**src/sv/rils_pkg.sv**
```systemverilog
package rils_pkg;

    localparam int NUM_LEDS    = 8;
    localparam int LED_W       = 3;
    localparam int MASK_W      = 8;
    localparam int PERIOD_W    = 16;
    localparam int HUE_W       = 11;
    localparam int DUTY_W      = 10;
    localparam int COLOR_W     = 8;
    localparam int RGB_W       = 2;
    localparam int CFG_IDX_W   = 1;
    localparam int CFG_DATA_W  = 16;

    localparam logic [11:0] HUE_WHEEL     = 12'd1536;
    localparam logic [11:0] HUE_WHEEL_X2  = 12'd3072;
    localparam logic [9:0]  DUTY_MAX      = 10'd1000;
    localparam logic [7:0]  OFFSET_MAX    = 8'd255;
    localparam logic [PERIOD_W-1:0] PERIOD_RESET = 16'd50;
    localparam logic [HUE_W-1:0]    STEP_RESET   = 11'd8;

    // configuration register indexes
    localparam logic [CFG_IDX_W-1:0] CFG_UPDATE_PERIOD = 1'd0;
    localparam logic [CFG_IDX_W-1:0] CFG_HUE_STEP      = 1'd1;

    // slot colour codes
    localparam logic [RGB_W-1:0] CLR_RED   = 2'd0;
    localparam logic [RGB_W-1:0] CLR_GREEN = 2'd1;
    localparam logic [RGB_W-1:0] CLR_BLUE  = 2'd2;

    typedef struct packed {
        logic [HUE_W-1:0] hue;
        logic [LED_W-1:0] anim;
        logic [LED_W-1:0] slot;
        logic [RGB_W-1:0] rgb;
    } t_update;

endpackage

```
**src/sv/rils_in_if.sv**
```systemverilog
interface rils_in_if;
    logic                            valid;
    logic                            ready;
    logic [rils_pkg::LED_W-1:0]      slot;
    logic [rils_pkg::COLOR_W-1:0]    slot_code;

    modport source (output valid, output slot, output slot_code, input ready);
    modport sink (input valid, input slot, input slot_code, output ready);
endinterface

```
**src/sv/rils_out_if.sv**
```systemverilog
interface rils_out_if;
    logic                            valid;
    logic                            ready;
    logic [rils_pkg::LED_W-1:0]      anim_index;
    logic [rils_pkg::DUTY_W-1:0]     red_duty;
    logic [rils_pkg::DUTY_W-1:0]     green_duty;
    logic [rils_pkg::DUTY_W-1:0]     blue_duty;
    logic [rils_pkg::LED_W-1:0]      slot_index;
    logic [rils_pkg::RGB_W-1:0]      slot_rgb;
    logic [rils_pkg::MASK_W-1:0]     off_mask;

    modport source (
        output valid, output anim_index, output red_duty, output green_duty,
        output blue_duty, output slot_index, output slot_rgb, output off_mask,
        input ready
    );
    modport sink (
        input valid, input anim_index, input red_duty, input green_duty,
        input blue_duty, input slot_index, input slot_rgb, input off_mask,
        output ready
    );
endinterface

```
**src/sv/rils_update.sv**
```systemverilog
module rils_update (
    input  logic                              i_clk,
    input  logic                              i_rst_n,
    input  logic                              i_cfg_we,
    input  logic [rils_pkg::CFG_IDX_W-1:0]    i_cfg_idx,
    input  logic [rils_pkg::CFG_DATA_W-1:0]   i_cfg_data,
    input  logic                              i_tick,
    input  logic                              i_take,
    input  logic [rils_pkg::LED_W-1:0]        i_slot,
    input  logic [rils_pkg::COLOR_W-1:0]      i_slot_code,
    output logic                              o_upd_valid,
    output rils_pkg::t_update                 o_upd
);

    logic [rils_pkg::PERIOD_W-1:0] r_period;
    logic [rils_pkg::HUE_W-1:0]    r_step;
    logic [rils_pkg::PERIOD_W-1:0] r_tick_count;
    logic [rils_pkg::HUE_W-1:0]    r_hue;
    logic [rils_pkg::LED_W-1:0]    r_anim;
    logic                          r_upd_valid;
    rils_pkg::t_update             r_upd;

    logic [rils_pkg::PERIOD_W:0]   count;
    logic                          do_update;
    logic [11:0]                   hue_sum;
    logic [rils_pkg::HUE_W-1:0]    n_hue;
    logic [rils_pkg::LED_W-1:0]    anim_1;
    logic [rils_pkg::LED_W-1:0]    n_anim;
    logic [rils_pkg::RGB_W-1:0]    rgb;

    function automatic logic [rils_pkg::LED_W-1:0] next_led(
        input logic [rils_pkg::LED_W-1:0] pos
    );
        if ({1'b0, pos} == 4'(rils_pkg::NUM_LEDS - 1)) begin
            return '0;
        end
        return pos + 1'b1;
    endfunction

    assign count     = {1'b0, r_tick_count} + 1'b1;
    // a period of zero still fires on every tick
    assign do_update = count >= {1'b0, r_period};
    assign hue_sum   = {1'b0, r_hue} + {1'b0, r_step};

    always_comb begin
        if (hue_sum >= rils_pkg::HUE_WHEEL_X2) begin
            n_hue = rils_pkg::HUE_W'(hue_sum - rils_pkg::HUE_WHEEL_X2);
        end else if (hue_sum >= rils_pkg::HUE_WHEEL) begin
            n_hue = rils_pkg::HUE_W'(hue_sum - rils_pkg::HUE_WHEEL);
        end else begin
            n_hue = hue_sum[rils_pkg::HUE_W-1:0];
        end
    end

    // skip over the slot led
    assign anim_1 = next_led(r_anim);
    assign n_anim = (anim_1 == i_slot) ? next_led(anim_1) : anim_1;

    always_comb begin
        case (i_slot_code)
            rils_pkg::COLOR_W'(rils_pkg::CLR_RED):  rgb = rils_pkg::CLR_RED;
            rils_pkg::COLOR_W'(rils_pkg::CLR_BLUE): rgb = rils_pkg::CLR_BLUE;
            default:                                rgb = rils_pkg::CLR_GREEN;
        endcase
    end

    always_ff @(posedge i_clk) begin
        if (!i_rst_n) begin
            r_period     <= rils_pkg::PERIOD_RESET;
            r_step       <= rils_pkg::STEP_RESET;
            r_tick_count <= '0;
            r_hue        <= '0;
            r_anim       <= '0;
            r_upd_valid  <= 1'b0;
        end else begin
            if (i_cfg_we) begin
                case (i_cfg_idx)
                    rils_pkg::CFG_UPDATE_PERIOD: r_period <= i_cfg_data;
                    default: r_step <= i_cfg_data[rils_pkg::HUE_W-1:0];
                endcase
            end
            if (i_tick) begin
                r_upd_valid <= do_update;
                if (do_update) begin
                    r_tick_count <= '0;
                    r_hue        <= n_hue;
                    r_anim       <= n_anim;
                end else begin
                    r_tick_count <= count[rils_pkg::PERIOD_W-1:0];
                end
            end else if (i_take) begin
                r_upd_valid <= 1'b0;
            end
        end
    end

    always_ff @(posedge i_clk) begin
        if (i_tick) begin
            r_upd.hue  <= n_hue;
            r_upd.anim <= n_anim;
            r_upd.slot <= i_slot;
            r_upd.rgb  <= rgb;
        end
    end

    assign o_upd_valid = r_upd_valid;
    assign o_upd       = r_upd;

endmodule

```
**src/sv/rils_color.sv**
```systemverilog
module rils_color (
    input  logic               i_clk,
    input  logic               i_rst_n,
    input  logic               i_upd_valid,
    input  rils_pkg::t_update  i_upd,
    output logic               o_take,
    rils_out_if.source         o_out
);

    logic [7:0]                  offset;
    logic [2:0]                  sector;
    logic [17:0]                 scaled;
    logic [25:0]                 recip;
    logic [9:0]                  q_est;
    logic [17:0]                 rem;
    logic [9:0]                  ramp;
    logic [9:0]                  ramp_inv;
    logic [rils_pkg::DUTY_W-1:0] red;
    logic [rils_pkg::DUTY_W-1:0] green;
    logic [rils_pkg::DUTY_W-1:0] blue;
    logic [rils_pkg::MASK_W-1:0] mask;
    logic                        r_valid;

    assign sector = i_upd.hue[10:8];
    assign offset = i_upd.hue[7:0];

    // offset*1000/255: estimate via 257/65536, then one correction step
    assign scaled = 18'(offset) * 18'd1000;
    assign recip  = 26'(offset) * 26'd257000;
    assign q_est  = recip[25:16];
    assign rem    = scaled - ((18'(q_est) << 8) - 18'(q_est));
    assign ramp   = (rem >= 18'(rils_pkg::OFFSET_MAX)) ? q_est + 1'b1 : q_est;
    assign ramp_inv = rils_pkg::DUTY_MAX - ramp;

    always_comb begin
        case (sector)
            3'd0: begin
                red = '0; green = ramp_inv; blue = rils_pkg::DUTY_MAX;
            end
            3'd1: begin
                red = ramp; green = '0; blue = rils_pkg::DUTY_MAX;
            end
            3'd2: begin
                red = rils_pkg::DUTY_MAX; green = '0; blue = ramp_inv;
            end
            3'd3: begin
                red = rils_pkg::DUTY_MAX; green = ramp; blue = '0;
            end
            3'd4: begin
                red = ramp_inv; green = rils_pkg::DUTY_MAX; blue = '0;
            end
            default: begin
                red = '0; green = rils_pkg::DUTY_MAX; blue = ramp;
            end
        endcase
    end

    always_comb begin
        for (int i = 0; i < rils_pkg::MASK_W; i++) begin
            mask[i] = (i < rils_pkg::NUM_LEDS)
                   && (rils_pkg::LED_W'(i) != i_upd.slot)
                   && (rils_pkg::LED_W'(i) != i_upd.anim);
        end
    end

    assign o_take = !r_valid || o_out.ready;

    always_ff @(posedge i_clk) begin
        if (!i_rst_n) begin
            r_valid <= 1'b0;
        end else if (o_take) begin
            r_valid <= i_upd_valid;
        end
    end

    always_ff @(posedge i_clk) begin
        if (o_take && i_upd_valid) begin
            o_out.anim_index <= i_upd.anim;
            o_out.red_duty   <= red;
            o_out.green_duty <= green;
            o_out.blue_duty  <= blue;
            o_out.slot_index <= i_upd.slot;
            o_out.slot_rgb   <= i_upd.rgb;
            o_out.off_mask   <= mask;
        end
    end

    assign o_out.valid = r_valid;

endmodule

```
**src/sv/rainbow_idle_led_stepper.sv**
```systemverilog
// rainbow idle led stepper
// i_in carries one time tick per transaction, with the selected slot led and
// its colour code. every update_period ticks the block emits one transaction
// on o_out: the animated led index, inverted pwm duties for red, green and
// blue (0 full on, 1000 off), the slot led, its mapped colour and the mask of
// leds to switch off. ticks that do not reach the period give no result.
// configuration is a plain write port: i_cfg_idx 0 is update_period,
// 1 is hue_step; write only while idle.
// a result passes two registers on its way to o_out: the state/update
// register, then the colour/output register.
// throughput: one tick per cycle while i_in.ready is high; the counter,
// hue and led position update in the cycle the tick is accepted.
// reset (synchronous, active low) clears the counter, hue and led position
// and restores period 50 and step 8; no result is pending afterwards.
// when the receiver stalls, the output register holds its transaction and
// the update register still takes one more; ticks are refused only once
// both registers are full.
module rainbow_idle_led_stepper (
    input  logic                              i_clk,
    input  logic                              i_rst_n,
    input  logic                              i_cfg_we,
    input  logic [rils_pkg::CFG_IDX_W-1:0]    i_cfg_idx,
    input  logic [rils_pkg::CFG_DATA_W-1:0]   i_cfg_data,
    rils_in_if.sink                           i_in,
    rils_out_if.source                        o_out
);

    logic              upd_valid;
    rils_pkg::t_update upd;
    logic              take;
    logic              tick;

    assign i_in.ready = !upd_valid || take;
    assign tick       = i_in.valid && i_in.ready;

    rils_update u_update (
        .i_clk        (i_clk),
        .i_rst_n      (i_rst_n),
        .i_cfg_we     (i_cfg_we),
        .i_cfg_idx    (i_cfg_idx),
        .i_cfg_data   (i_cfg_data),
        .i_tick       (tick),
        .i_take       (take),
        .i_slot       (i_in.slot),
        .i_slot_code  (i_in.slot_code),
        .o_upd_valid  (upd_valid),
        .o_upd        (upd)
    );

    rils_color u_color (
        .i_clk       (i_clk),
        .i_rst_n     (i_rst_n),
        .i_upd_valid (upd_valid),
        .i_upd       (upd),
        .o_take      (take),
        .o_out       (o_out)
    );

endmodule
```
**src/flat_wrapper.sv**
```systemverilog
// flat-port wrapper written by rule: the top's interface ports become plain ports
module rainbow_idle_led_stepper_flat 
  (i_clk, i_rst_n, i_cfg_we, i_cfg_idx, i_cfg_data, i_in_valid, i_in_slot, i_in_slot_code, i_in_ready, o_out_valid, o_out_anim_index, o_out_red_duty, o_out_green_duty, o_out_blue_duty, o_out_slot_index, o_out_slot_rgb, o_out_off_mask, o_out_ready);
  rils_in_if i_in_i ();
  rils_out_if o_out_i ();
  input  logic i_clk;
  input  logic i_rst_n;
  input  logic i_cfg_we;
  input  logic [rils_pkg::CFG_IDX_W-1:0] i_cfg_idx;
  input  logic [rils_pkg::CFG_DATA_W-1:0] i_cfg_data;
  input wire logic [$bits(i_in_i.valid)-1:0] i_in_valid;
  input wire logic [$bits(i_in_i.slot)-1:0] i_in_slot;
  input wire logic [$bits(i_in_i.slot_code)-1:0] i_in_slot_code;
  output wire logic [$bits(i_in_i.ready)-1:0] i_in_ready;
  output wire logic [$bits(o_out_i.valid)-1:0] o_out_valid;
  output wire logic [$bits(o_out_i.anim_index)-1:0] o_out_anim_index;
  output wire logic [$bits(o_out_i.red_duty)-1:0] o_out_red_duty;
  output wire logic [$bits(o_out_i.green_duty)-1:0] o_out_green_duty;
  output wire logic [$bits(o_out_i.blue_duty)-1:0] o_out_blue_duty;
  output wire logic [$bits(o_out_i.slot_index)-1:0] o_out_slot_index;
  output wire logic [$bits(o_out_i.slot_rgb)-1:0] o_out_slot_rgb;
  output wire logic [$bits(o_out_i.off_mask)-1:0] o_out_off_mask;
  input wire logic [$bits(o_out_i.ready)-1:0] o_out_ready;
  assign i_in_i.valid = i_in_valid;
  assign i_in_i.slot = i_in_slot;
  assign i_in_i.slot_code = i_in_slot_code;
  assign i_in_ready = i_in_i.ready;
  assign o_out_valid = o_out_i.valid;
  assign o_out_anim_index = o_out_i.anim_index;
  assign o_out_red_duty = o_out_i.red_duty;
  assign o_out_green_duty = o_out_i.green_duty;
  assign o_out_blue_duty = o_out_i.blue_duty;
  assign o_out_slot_index = o_out_i.slot_index;
  assign o_out_slot_rgb = o_out_i.slot_rgb;
  assign o_out_off_mask = o_out_i.off_mask;
  assign o_out_i.ready = o_out_ready;
  rainbow_idle_led_stepper u_core (.i_clk(i_clk), .i_rst_n(i_rst_n), .i_cfg_we(i_cfg_we), .i_cfg_idx(i_cfg_idx), .i_cfg_data(i_cfg_data), .i_in(i_in_i), .o_out(o_out_i));
endmodule
```
**config.mk**
```make
export PLATFORM = sky130hd
export DESIGN_NAME = rainbow_idle_led_stepper_flat
export DESIGN_NICKNAME = d
export VERILOG_FILES = /design/src/sv/rils_pkg.sv /design/src/sv/rils_in_if.sv /design/src/sv/rils_out_if.sv /design/src/sv/rils_update.sv /design/src/sv/rils_color.sv /design/src/sv/rainbow_idle_led_stepper.sv /design/src/flat_wrapper.sv
export SDC_FILE = /design/constraint.sdc
export NUM_CORES = 1
export LEC_CHECK = 0
export ABC_AREA = 1
export BUFFER_PORTS_ARGS = -buffer_cell sky130_fd_sc_hd__buf_4
export CORE_MARGIN = 10
export CORE_UTILIZATION = 60
export DETAILED_ROUTE_END_ITERATION = 7
export PLACE_DENSITY = 0.84
export SKIP_LAST_GASP = 1
export SYNTH_ARGS = -nofsm -noshare
export SYNTH_HDL_FRONTEND = slang
export SYNTH_SLANG_ARGS = --single-unit
```
**constraint.sdc**
```tcl
create_clock -name i_clk -period 9.2 [get_ports i_clk]
set_input_delay 0.46 -clock i_clk [delete_from_list [all_inputs] [get_ports i_clk]]
set_output_delay 0.46 -clock i_clk [all_outputs]
set_load 0.1 [all_outputs]
```
* Word-level counts from Yosys, hierarchy flattened
Index checks and enable logic that the tools add are counted.
** Cells by class
- Add/subtract/negate cells :: 10
- Multipliers :: 2
- Magnitude comparators :: 4
- Eq/ne operators :: 22
- Muxes and demuxes :: 17
- Bitwise operators :: 1
- Reductions and logical operators :: 26
** Operator list (number)
- one-hot mux 10 bit (3 select lines) :: 3
- inequality test 3 bit, first input constant :: 8
- multiplier 8 x 15 -> 23 bit, second input constant :: 1
- two-way mux 11 bit :: 2
- subtractor 11 bit, second input constant :: 2
- greater-or-equal comparator 18 x 8 -> 1 bit, second input constant :: 1
- subtractor 18 x 10 -> 18 bit :: 1
- subtractor 18 bit :: 1
- adder 16 x 1 -> 17 bit, second input constant :: 1
- greater-or-equal comparator 17 x 16 -> 1 bit :: 1
- two-way mux 16 bit :: 1
- multiplier 8 x 7 -> 15 bit, second input constant :: 1
- two-way mux 3 bit :: 5
- adder 11 x 11 -> 12 bit :: 1
- greater-or-equal comparator 12 x 11 -> 1 bit, second input constant :: 1
- greater-or-equal comparator 12 bit, second input constant :: 1
- inequality test 2 x 3 -> 1 bit, first input constant :: 4
- adder 10 x 1 -> 10 bit, second input constant :: 1
- logical AND 1 bit :: 10
- two-way mux 10 bit :: 1
- subtractor 10 bit, first input constant :: 1
- == test 3 bit, second input constant :: 3
- == test 8 x 2 -> 1 bit, second input constant :: 1
- logical NOT 8 bit :: 1
- 15 further kinds :: 29
** Word-level totals
- Flip-flop bits (word level) :: 124
- Output and inout port bits :: 48
- Word-level logic and storage cells :: 100

* Depth between registers and ports, before layout
- Word-level depth :: 7
- Depth in mapped cells :: 48
- Gate-level depth less buffers :: 48

* By module
A second synthesis with hierarchy kept.
** Unflattened totals
- Cell total of the unflattened synthesis :: 1510
- Area, all modules :: 11659.9 sq um
** Modules (own cells, without submodules)
- rils_color :: times used 1, cells each 918, area each 7314.5 sq um, sequential area each 1401.3 sq um
- rils_update :: times used 1, cells each 588, area each 4325.4 sq um, sequential area each 1731.7 sq um
- rainbow_idle_led_stepper :: times used 1, cells each 4, area each 20.0 sq um, sequential area each 0.0 sq um

* Worst setup path before layout
Ideal clock, no wire load.
- Kind :: flip-flop to flip-flop
- Start :: register u_core.u_update.r_upd (netlist bit u_core.u_update.o_upd[13])
- End :: register u_core.u_color.o_out.green_duty[6], data pin
- Arrival :: 7426 ps
- Data required time :: 8935 ps
- Path slack :: 1509 ps
- Stages on the path, launching flop included :: 47
- Path buffers :: 0
- Cells stage by stage :: edfxtp_1 > fa_1 > inv_1 > fa_1 > inv_1 > fa_1 > inv_1 > fa_1 > inv_1 > ha_1 > nand2_1 > inv_1 > nand2_1 > nand2_1 > nand2_1 > nand3_1 > a21oi_1 > inv_1 > [... 11 more ...] > nand3_1 > nand4_1 > nand3b_1 > nor3_1 > nand4_1 > nor3_4 > nand3_4 > nand2_1 > nand2_1 > inv_1 > ha_1 > nand2_1 > nand2_1 > nand2_2 > nand2_1 > nand2_1 > nand3_1 > nand3_1
** On the way
- Word-level cells in the longest chain between the ends :: 7
- Elaborated cells on any way between the ends :: 9
** RTL lines
- start: declaration :: RTL line rils_update.sv:21 : rils_pkg::t_update r_upd;
- multiplier 8 x 15 -> 23 bit :: RTL line rils_color.sv:29 : assign recip = 26'(offset) * 26'd257000;
- subtractor 18 x 10 -> 18 bit :: RTL line rils_color.sv:31 : assign rem = scaled - ((18'(q_est) << 8) - 18'(q_est));
- subtractor 18 bit :: RTL line rils_color.sv:31
- greater-or-equal comparator 18 x 8 -> 1 bit :: RTL line rils_color.sv:32 : assign ramp = (rem >= 18'(rils_pkg::OFFSET_MAX)) ? q_est + 1'b1 : q_est;
- two-way mux 10 bit (*) :: RTL line rils_color.sv:32
- subtractor 10 bit :: RTL line rils_color.sv:33 : assign ramp_inv = rils_pkg::DUTY_MAX - ramp;
- one-hot mux 10 bit (3 select lines) (*) :: RTL line rils_color.sv:36 : case (sector)
- via u_core.u_color.green, one bit :: RTL line rils_color.sv:19 : logic [rils_pkg::DUTY_W-1:0] green;
- end signal: assignment :: RTL line rils_color.sv:80 : o_out.green_duty <= green;
- end: declaration :: RTL line rils_out_if.sv:13 : output valid, output anim_index, output red_duty, output green_duty,
The timed path passes the listed nets; every way through them passes the cells marked *.
A chain may end at the register's enable or synchronous reset.

* Worst setup path in the final report
- Start :: register u_core.u_update.r_upd (netlist bit u_core.u_update.o_upd[14])
- End :: register u_core.u_color.o_out.red_duty[8], data pin
** On the way
- Word-level cells in the longest chain between the ends :: 7
- Elaborated cells on any way between the ends :: 9
** RTL lines
- multiplier 8 x 15 -> 23 bit :: RTL line rils_color.sv:29
- subtractor 18 x 10 -> 18 bit :: RTL line rils_color.sv:31
- subtractor 18 bit :: RTL line rils_color.sv:31
- greater-or-equal comparator 18 x 8 -> 1 bit :: RTL line rils_color.sv:32
- two-way mux 10 bit (*) :: RTL line rils_color.sv:32
- subtractor 10 bit :: RTL line rils_color.sv:33
- one-hot mux 10 bit (3 select lines) (*) :: RTL line rils_color.sv:36
- via u_core.u_color.red, one bit :: RTL line rils_color.sv:18 : logic [rils_pkg::DUTY_W-1:0] red;
- end signal: assignment :: RTL line rils_color.sv:79 : o_out.red_duty <= red;
- end: declaration :: RTL line rils_out_if.sv:13
Marked as above.

==> reports/results.txt <==
Critical Path AT - 8.75 ns
clk sink count - 124
Final HPWL DP - 21,100 um
Worst path most repeated cell - nand2_1
Syn Nets - 1,615
H-tree Lvls - 4
share of post-route cells with drive strength above 1 - 10.8%
Iter 0 DRT Violations - 651
port bufs - 80
Congestion Overflow GR - 0
DR DRC count - 0
Post-Syn Area - 0.0110 mm2
Worst EP required - 9.37 ns
Area Overhead vs Synth - 13.7%
Worst-Margin Slew - 1.06 ns
Top-Level Pins - 81
Synth top area share - 17.7%
Detailed Routing Iterations Pass 1 - 6
count of state elements after synthesis - 124
RSZ-0062 raised after global routing - false
clock slew at reported path FFs - 0.06 ns
CTS tree - done
relative slew slack - 29.2%
Post-synth top flop - edfxtp_1
ys async rst share - 0%
Seq/Total Area, Yosys - 28.4%
Initial Util - 61.2%
Resize count post-CTS - 0
die extent in y - 156 um
overall routing resource usage - 22.0%
register-to-register path setup slack - 0.62 ns
Ant. Diodes - 0
Crit Path Max Fanout - 10
Final Hold Viols - 0
root buffer cell - clkbuf_16
vias in the first global route - 9,295
grt met3 use - 4.47%
setup TNS - 0 ns
Area contributors post-synth - edfxtp_1 (18%), ha_1 (15%), fa_1 (11%), dfxtp_1 (11%), inv_1 (9.5%)
Max Root-Sink Buffers - 2
Synth warnings - 0
DIE AREA - 0.0242 mm2
largest area contributor in the netlist - edfxtp_1
cells after synthesis - 1,387
DR WL/cell - 15.5 um
die width - 156 um
max_cap viols - 0
commonest cells in the synthesized netlist - inv_1 (279), nand2_1 (273), ha_1 (133), a21oi_1 (95), nor2_1 (95)
top-count cell post-synth - inv_1
Num CTS Buffers - 17
Via Count - 9,440
worst-skew pair later-pin latency - 0.42 ns
Fmax - 117 MHz
vias per inst - 5.49
critical path's slowest cell - fa_1
Nets - 1,707
Synth cell types - 49
fin crit share - 93.3%
crit path capture type - flop
DRT antenna net count - 0
CP Class - reg2reg
Final min period - 8.58 ns
drt total wl - 26,600 um
largest net degree at the start of global routing - 47
Core ar. - 0.0180 mm2
routability cong. - 0.918
met1 usage - 28.4%
Final Max Tran Viols - 0
max incr delay on CP - 0.63 ns
global-route wire length before repair - 44,200 um
Critical Path Source Type - flop
GRT busiest layer - met2
initial antenna violation count - 0
Synth Area per Inst - 7.96 um2
Hold WC Path Type - in2reg
clock skew - 0.0118 ns
Post-synth EDFFs - 65
Setup violations, final - 0
fillers - 1,414
row cnt - 49
outcome - finished clean
met2 global-route usage - 36.4%
-- stage by stage --
step	utilization, %	std cells	setup WS, ns	hold WS [ns]	area [um2]
final	69.6	1721	0.616	0.243	12500
after floorplan	-	1387	1.51	0.400	11000
after global placement	66.0	1684	1.01	0.410	11900
after global routing	69.6	1721	0.00626	0.227	12500
after detailed placement	66.0	1684	0.678	0.411	11900
after CTS	69.4	1716	0.647	0.231	12500
-- cells in the final DEF (no fill, tap or decap), types with 2 or more instances in the layout --
cell	count
a211oi_1	3
a21o_1	3
a21oi_1	94
a31oi_1	4
buf_4	86
bufinv_16	3
clkbuf_16	17
clkinv_4	6
dfxtp_1	59
edfxtp_1	65
fa_1	62
ha_1	133
inv_1	279
inv_2	7
inv_6	3
nand2_1	273
nand2_2	15
nand2_4	2
nand3_1	77
nand3_2	2
nand3b_1	6
nand4_1	19
nor2_1	95
nor2_2	3
nor3_1	10
nor4_1	6
o211ai_1	7
o21ai_0	59
o21bai_1	3
o22ai_1	15
or2_2	3
xnor2_1	13
xor2_1	36
xor2_4	2
-- per-layer routing --
metal | wire, um | vias up
met2 | 12700 | 337
li1 | - | 4663
met5 | 0 | -
met4 | 602 | 0
met1 | 11600 | 4376
met3 | 1710 | 64
-- cell families (layout without fill, tap and decap cells) --
family                   Yosys count  in the layout  share of synthesized area, %
flip-flops                       124            124                          28.4
AO/OA/AOI/OAI                    197            197                          9.74
AND/OR/NAND/NOR                  518            518                          20.7
adder cells (fa/ha/maj)          195            195                          26.3
buffers and inverters            300            405                          10.2
multiplexers                       1              1                         0.102
XOR/XNOR                          52             52                          4.54
-- critical path, delay by kind of cell, from the launching register on --
family                     cells  cell delay [ns]
adders and majority gates      8             3.70
and+or+nand+nor               27             2.92
buffers and inverters          9             0.79
DFF                            1             0.56
AOI/OAI and AO/OA              1             0.20
xor gates and xnor gates       1             0.19
-- sequential cells by signal (all words and copies together), names as in the netlist --
name / count
u_core.u_color.o_out.slot_index: 3
u_core.u_color.o_out.anim_index: 3
u_core.u_color.o_out.red_duty: 10
u_core.u_color.o_out.green_duty: 10
u_core.u_update.o_upd: 19
u_core.u_color.o_out.blue_duty: 10
u_core.u_update.r_step: 11
u_core.u_update.r_tick_count: 16
u_core.u_color.o_out.valid: 1
u_core.u_color.o_out.slot_rgb: 2
u_core.u_update.r_period: 16
u_core.u_color.o_out.off_mask: 8
u_core.u_update.o_upd_valid: 1
u_core.u_update.r_anim: 3
u_core.u_update.r_hue: 11
-- final timing paths --
path | depth (start not counted) | startpoint | end
setup / recovery | 46 | u_core.u_update.o_upd[14]$_DFFE_PP_ | u_core.u_color.o_out.red_duty[8]$_DFFE_PP_
setup reg to reg | 46 | u_core.u_update.o_upd[14]$_DFFE_PP_ | u_core.u_color.o_out.red_duty[8]$_DFFE_PP_
hold / removal | 1 | i_in_slot[2] | u_core.u_update.o_upd[4]$_DFFE_PP_
hold reg to reg | 0 | u_core.u_update.o_upd[1]$_DFFE_PP_ | u_core.u_color.o_out.slot_rgb[1]$_DFFE_PP_
-- timing repair --
item / in CTS / in global routing
hold endpoints to repair: 0 / 0
endpoints found under the setup margin: 0 / 6
hold buffers: 0 / 0
buffers inserted: 0 / 5
-- area by class of cell --
type	instances	area, um2	area share [%]
multi-input cells	963	6790	54.1
repair buffers	86	646	5.15
well taps	229	287	2.28
inverters	287	1080	8.59
flip-flops and latches	124	3130	25.0
clock inverters	14	185	1.48
clock buffers	18	429	3.42
Power is not shown: default switching activity piles up to over one toggle a cycle in this logic, so the estimate is an artifact.
